**config.mk**
```make
export PLATFORM = sky130hd
export DESIGN_NAME = aq_cell
export DESIGN_NICKNAME = d
export VERILOG_FILES = /design/src/aq_pkg.sv /design/src/aq_cell.sv
export SDC_FILE = /design/constraint.sdc
export NUM_CORES = 1
export LEC_CHECK = 0
export ABC_CLOCK_PERIOD_IN_PS = 3800
export BUFFER_PORTS_ARGS = -buffer_cell sky130_fd_sc_hd__clkbuf_2
export CAP_MARGIN = 15
export CORE_ASPECT_RATIO = 1.4
export CORE_MARGIN = 3
export CORE_UTILIZATION = 25
export CTS_CLUSTER_SIZE = 20
export DETAILED_ROUTE_END_ITERATION = 6
export GPL_ROUTABILITY_DRIVEN = 0
export PLACE_DENSITY = 0.5
export REMOVE_ABC_BUFFERS = 1
export SLEW_MARGIN = 30
export SYNTH_ARGS = -nofsm -noshare
export SYNTH_HDL_FRONTEND = slang
export SYNTH_SLANG_ARGS = --single-unit
```
**constraint.sdc**
```tcl
create_clock -name clk -period 3.8 [get_ports clk]
set_clock_uncertainty 0.2 [all_clocks]
set_input_delay 0.57 -clock clk [delete_from_list [all_inputs] [get_ports clk]]
set_output_delay 0.57 -clock clk [all_outputs]
set_load 0.03 [all_outputs]
```
**src/aq_pkg.sv**
```systemverilog
`timescale 1ns / 1ps
`default_nettype none
package aq_pkg;

  localparam int QW = 34;
  localparam logic signed [QW-1:0] Q30_PI      = 34'sd3373259426;
  localparam logic signed [QW-1:0] Q30_HALF_PI = 34'sd1686629713;
  localparam logic signed [QW-1:0] Q30_GAIN    = 34'sd652032874;
  localparam logic signed [QW-1:0] Q16_ROUND   = 34'sd32768;

  localparam logic [1:0] OP_EULER = 2'd0;
  localparam logic [1:0] OP_AXIS  = 2'd1;
  localparam logic [1:0] OP_RAW   = 2'd2;

  typedef logic signed [QW-1:0] q30_t;

  typedef struct packed {
    q30_t x;
    q30_t y;
    q30_t z;
  } lane_t;

  typedef struct packed {
    logic [1:0]         op;
    logic [2:0]         flip;
    logic signed [15:0] axis_x;
    logic signed [15:0] axis_y;
    logic signed [15:0] axis_z;
    logic signed [15:0] raw_w;
    logic signed [15:0] raw_x;
    logic signed [15:0] raw_y;
    logic signed [15:0] raw_z;
  } side_t;

  function automatic q30_t atan_q30(input int i);
    q30_t r;
    unique case (i)
      0:  r = 34'sh03243F6A8;
      1:  r = 34'sh01DAC6705;
      2:  r = 34'sh00FADBAFC;
      3:  r = 34'sh007F56EA6;
      4:  r = 34'sh003FEAB76;
      5:  r = 34'sh001FFD55B;
      6:  r = 34'sh000FFFAAA;
      7:  r = 34'sh0007FFF55;
      8:  r = 34'sh0003FFFEA;
      9:  r = 34'sh0001FFFFD;
      10: r = 34'sh0000FFFFF;
      11: r = 34'sh00007FFFF;
      12: r = 34'sh00003FFFF;
      13: r = 34'sh00001FFFF;
      14: r = 34'sh00000FFFF;
      15: r = 34'sh000007FFF;
      16: r = 34'sh000003FFF;
      17: r = 34'sh000001FFF;
      18: r = 34'sh000000FFF;
      19: r = 34'sh0000007FF;
      20: r = 34'sh0000003FF;
      21: r = 34'sh0000001FF;
      22: r = 34'sh0000000FF;
      23: r = 34'sh00000007F;
      default: r = '0;
    endcase
    return r;
  endfunction

  function automatic q30_t mul30(input q30_t a, input q30_t b);
    logic signed [2*QW-1:0] p;
    p = a * b + 68'sd536870912;
    return p[QW+29:30];
  endfunction

  function automatic logic signed [15:0] sat16(input q30_t v);
    logic signed [15:0] r;
    if (v > 34'sd32767) begin
      r = 16'sh7FFF;
    end else if (v < -34'sd32768) begin
      r = 16'sh8000;
    end else begin
      r = v[15:0];
    end
    return r;
  endfunction

  function automatic logic signed [15:0] q30_to_out(input q30_t v);
    q30_t t;
    t = (v + Q16_ROUND) >>> 16;
    return sat16(t);
  endfunction

endpackage
`default_nettype wire

```
**src/aq_cell.sv**
```systemverilog
`timescale 1ns / 1ps
`default_nettype none
module aq_cell #(
  parameter int STEP = 0
) (
  input  wire                     clk,
  input  wire                     rst,
  input  wire                     in_valid,
  input  aq_pkg::side_t           in_side,
  input  aq_pkg::lane_t [2:0]     in_lane,
  output logic                    out_valid,
  output aq_pkg::side_t           out_side,
  output aq_pkg::lane_t [2:0]     out_lane
);
  import aq_pkg::*;

  localparam q30_t ATAN = atan_q30(STEP);

  lane_t [2:0] lane_next;

  always_comb begin
    for (int k = 0; k < 3; k++) begin
      if (!in_lane[k].z[QW-1]) begin
        lane_next[k].x = in_lane[k].x - (in_lane[k].y >>> STEP);
        lane_next[k].y = in_lane[k].y + (in_lane[k].x >>> STEP);
        lane_next[k].z = in_lane[k].z - ATAN;
      end else begin
        lane_next[k].x = in_lane[k].x + (in_lane[k].y >>> STEP);
        lane_next[k].y = in_lane[k].y - (in_lane[k].x >>> STEP);
        lane_next[k].z = in_lane[k].z + ATAN;
      end
    end
  end

  always_ff @(posedge clk) begin
    if (rst) begin
      out_valid <= 1'b0;
    end else begin
      out_valid <= in_valid;
    end
    out_side <= in_side;
    out_lane <= lane_next;
  end

endmodule
`default_nettype wire

```
==> run_results.csv <==
group,metric,value,unit
routing,via_per_inst,4.87,
die,die_h,414,um
pwr,power.leakage,19.9,nW
global_route,overflow,0,
layout,drive_gt1_share,28.0,%
layout,syn2layout_area_growth,37.9,%
critical_path,cp_top_family,"compound AO/OA/AOI/OAI gates",
routing,drtIter0Drc,1975,
critical_path,crit_chain,"dlygate4sd3_1 > clkbuf_2 > inv_1 > ha_1 > fa_1 > o21ai_1 > buf_4 > a221o_1 > o41ai_2 > buf_4 > o211ai_1 > buf_4 > a21oi_1 > a211o_1 > o21ai_0 > o21ai_0 > xnor2_1",
global_route,grt_pass1_vias,31900,
layout,final_nets,5629,
global_route,antenna_found_initial,40,
routing,dr_wl_met2,75500,um
global_route,grt_pass1_wl,214000,um
routing,routed_wire_length_per_instance,23.3,um
clock_network,clk_pin_slew,0.06,ns
synthesis,ys_dominant_reg_cell,"dfxtp_1",
synthesis,syn_inst,3587,
die,core_area,0.118,mm^2
sta,grt_setup_unrepaired,"true",
synthesis,synth_area,0.0297,mm^2
critical_path,crit_path_end,"out_lane[304]",
clock_network,cts_tree,"yes",
die,die_w,297,um
routing,drc,0,
critical_path,critical_path_arrival,4.04,ns
critical_path,endpoint_kind,"flop",
critical_path,cp.depth,17,
die,pin_count,850,
clock_network,cts_max_level,2,
routing,routed_wl,150000,um
die,die_area,0.123,mm^2
sta,drv_slew,0,
critical_path,path_buf_inv,6,
sta,worst_pin_slew,0.775,ns
die,initial_utilization,25.2,%
synthesis,synth_seq_cells,421,
routing,dr.max_layer_used,"met5",
critical_path,crit_path_start,"in_lane[272]",
sta,slew_headroom,47.0,%
routing,vias,31400,
critical_path,crit_type,"in2reg",
placed_design,portBuffers,849,
placed_design,dpl.hpwl,128000,um
critical_path,cp_slowest_stage_delay,0.53,ns
pwr,powerDensity,453,mW/mm^2
sta,hold_violations,0,
routing,wl_met3,9480,um
sta,setup_viol,0,
placed_design,dp_cells,6209,
pwr,power,0.0185,W
synthesis,yosysSeqAreaShare,28.4,%
critical_path,path_common_cell,"buf_4",
synthesis,synth_cell_type_count,104,
synthesis,syn_avg_cell_area,8.28,um^2
min_path,hp-class,"in2reg",
critical_path,cp-start-kind,"primary input",
pwr,peakVddDrop,0.335,mV
global_route,grt_max_degree,71,
clock_network,numClockSinks,421,
die,rows,149,
global_route,grtUsageTotal,23.3,%
routing,met1Wirelength,52000,um
run,drv_cap,0,
clock_network,clockBufferDepth,3,
critical_path,crit_path_top_delay_cell,"dlygate4sd3_1",
critical_path,worst_ep_required_time,4.11,ns
layout,utilization,34.8,%
routing,drtAntennaViolNets,0,
sta,period_share,98.4,%
sta,tns,0,ns
critical_path,crit_path_max_fanout,3,
layout,fin_cells,6453,
synthesis,async_flop_share,0,%
sta,max_freq,268,MHz
clock_network,numCtsBuffers,51,
synthesis,ys_warn_count,0,
sta,timing.final.crit_period,3.74,ns
synthesis,synth_edf_count,0,
status,outcome,"finished, final reports clean",
clock_network,clock-root-buffer,"clkbuf_16",
routing,firstDrtPassIters,5,
flip-flops by register name, summed over array words and instances (netlist names):
signal / cells
out_lane: 303
out_side: 117
out_valid: 1
metal layers:
metal / GRT usage, % / up-vias
met4: 17.5 / 12
met2: 43.1 / 1302
met1: 22.7 / 14700
li1: - / 15000
met5: 0 / -
met3: 5.30 / 368
where the power goes:
group	total [W]	leakage [nW]	switching, W	internal [W]
logic	0.00755	15.5	0.00495	0.00260
registers	0.00560	3.55	0.000375	0.00522
clock network	0.00539	0.883	0.00225	0.00314
total	0.0185	19.9	0.00758	0.0110
placed cells by master, fill, tap and decap left out, types with 20 or more instances in the layout:
| master | synthesis | layout |
|---|---|---|
| mux2i_1 | 43 | 43 |
| clkbuf_2 | 0 | 846 |
| xor2_1 | 46 | 46 |
| nand4_1 | 27 | 27 |
| buf_4 | 7 | 327 |
| nor3_1 | 56 | 56 |
| dfxtp_1 | 421 | 421 |
| nor4_1 | 25 | 25 |
| inv_1 | 316 | 314 |
| dlygate4sd3_1 | 0 | 130 |
| ha_1 | 384 | 384 |
| o21a_1 | 34 | 34 |
| o21bai_1 | 85 | 85 |
| a21oi_1 | 414 | 414 |
| and3_1 | 22 | 22 |
| a211oi_1 | 28 | 27 |
| nand3_1 | 45 | 45 |
| nand2_1 | 170 | 170 |
| clkbuf_16 | 0 | 51 |
| nor2b_1 | 45 | 45 |
| or3_1 | 20 | 20 |
| a31oi_1 | 26 | 26 |
| a21o_1 | 113 | 113 |
| o21ai_0 | 211 | 210 |
| o31ai_1 | 23 | 23 |
| xnor2_1 | 225 | 225 |
| o21ai_1 | 22 | 23 |
| nor2_1 | 290 | 290 |
| nand2b_1 | 38 | 38 |
| o211ai_1 | 23 | 23 |
layout make-up:
cell class | count | area (um^2)
well taps | 1585 | 1980
clock buffers | 65 | 1420
inverters | 330 | 1240
fillers | 12500 | 76900
diodes | 19 | 47.5
multi-input cells | 2699 | 19400
clock inverters | 30 | 392
flip-flops and latches | 421 | 8430
repair buffers | 1304 | 8010
per-stage QoR:
stage / instance area, um^2 / setup WS [ns] / hold slack, ns
3_5_place_dp: 37800 / -0.197 / 0.474
5_1_grt: 40900 / -0.0180 / 0.0254
6_report: 41000 / 0.0618 / 0.0723
3_3_place_gp: 37800 / -0.204 / 0.474
4_1_cts: 40900 / 0.0527 / 0.0147
2_1_floorplan: 29100 / -0.347 / 0.398
cell usage after synthesis, types with 12 or more instances:
| cell type | n | share of area (%) |
|---|---|---|
| o21ai_0 | 211 | 3.6 |
| a31oi_1 | 26 | 0.55 |
| nor4_1 | 25 | 0.53 |
| a211oi_1 | 28 | 0.71 |
| a21oi_1 | 414 | 7.0 |
| nand2b_1 | 38 | 0.80 |
| dfxtp_1 | 421 | 28 |
| o211ai_1 | 23 | 0.58 |
| o21bai_1 | 85 | 2.1 |
| o31ai_1 | 23 | 0.58 |
| buf_1 | 21 | 0.27 |
| a2111oi_0 | 18 | 0.53 |
| nand4_1 | 27 | 0.57 |
| inv_1 | 316 | 4.0 |
| buf_2 | 26 | 0.44 |
| mux2i_1 | 43 | 1.4 |
| xnor2_1 | 225 | 6.6 |
| xor2_1 | 46 | 1.4 |
| nor2_1 | 290 | 3.7 |
| or3_1 | 20 | 0.42 |
| fa_1 | 12 | 0.81 |
| and3_1 | 22 | 0.46 |
| a21o_1 | 113 | 2.9 |
| nor2b_1 | 45 | 0.95 |
| nand3_1 | 45 | 0.76 |
| nor3_1 | 56 | 0.94 |
| o21a_1 | 34 | 0.86 |
| nand2_1 | 170 | 2.1 |
| clkbuf_1 | 80 | 1.0 |
| ha_1 | 384 | 16 |
| o21ai_1 | 22 | 0.37 |
logic make-up (layout without fill, tap and decap cells):
logic type	count (synthesis)	after routing	synth area share (%)
AND/OR/NAND/NOR	801	801	12.9
adder cells (fa/ha/maj)	396	396	17.0
buffers and inverters	467	1729	6.18
XOR/XNOR	272	272	8.04
other	0	19	0
flip-flops	421	421	28.4
AO/OA/AOI/OAI	1183	1183	25.9
multiplexers	47	47	1.61
repair_timing:
item,in CTS,in global routing
hold endpoints to repair,130,0
endpoints found under the setup margin,0,3
buffers inserted,0,0
gates resized for setup,0,2
hold buffers,130,0
worst min-delay path by stage:
stage / start / end / slack [ns] / depth (start not counted)
finish: in_valid / out_valid / 0.07 / 2
global route: in_side[51] / out_side[51] / 0.03 / 1
CTS: in_lane[4] / out_lane[4] / 0.01 / 2
detailed placement: in_side[28] / out_side[28] / 0.47 / 1
global placement: in_side[71] / out_side[71] / 0.47 / 1
floorplan: in_lane[0] / out_lane[0] / 0.40 / 0
Power figures use the tool's default switching activity.
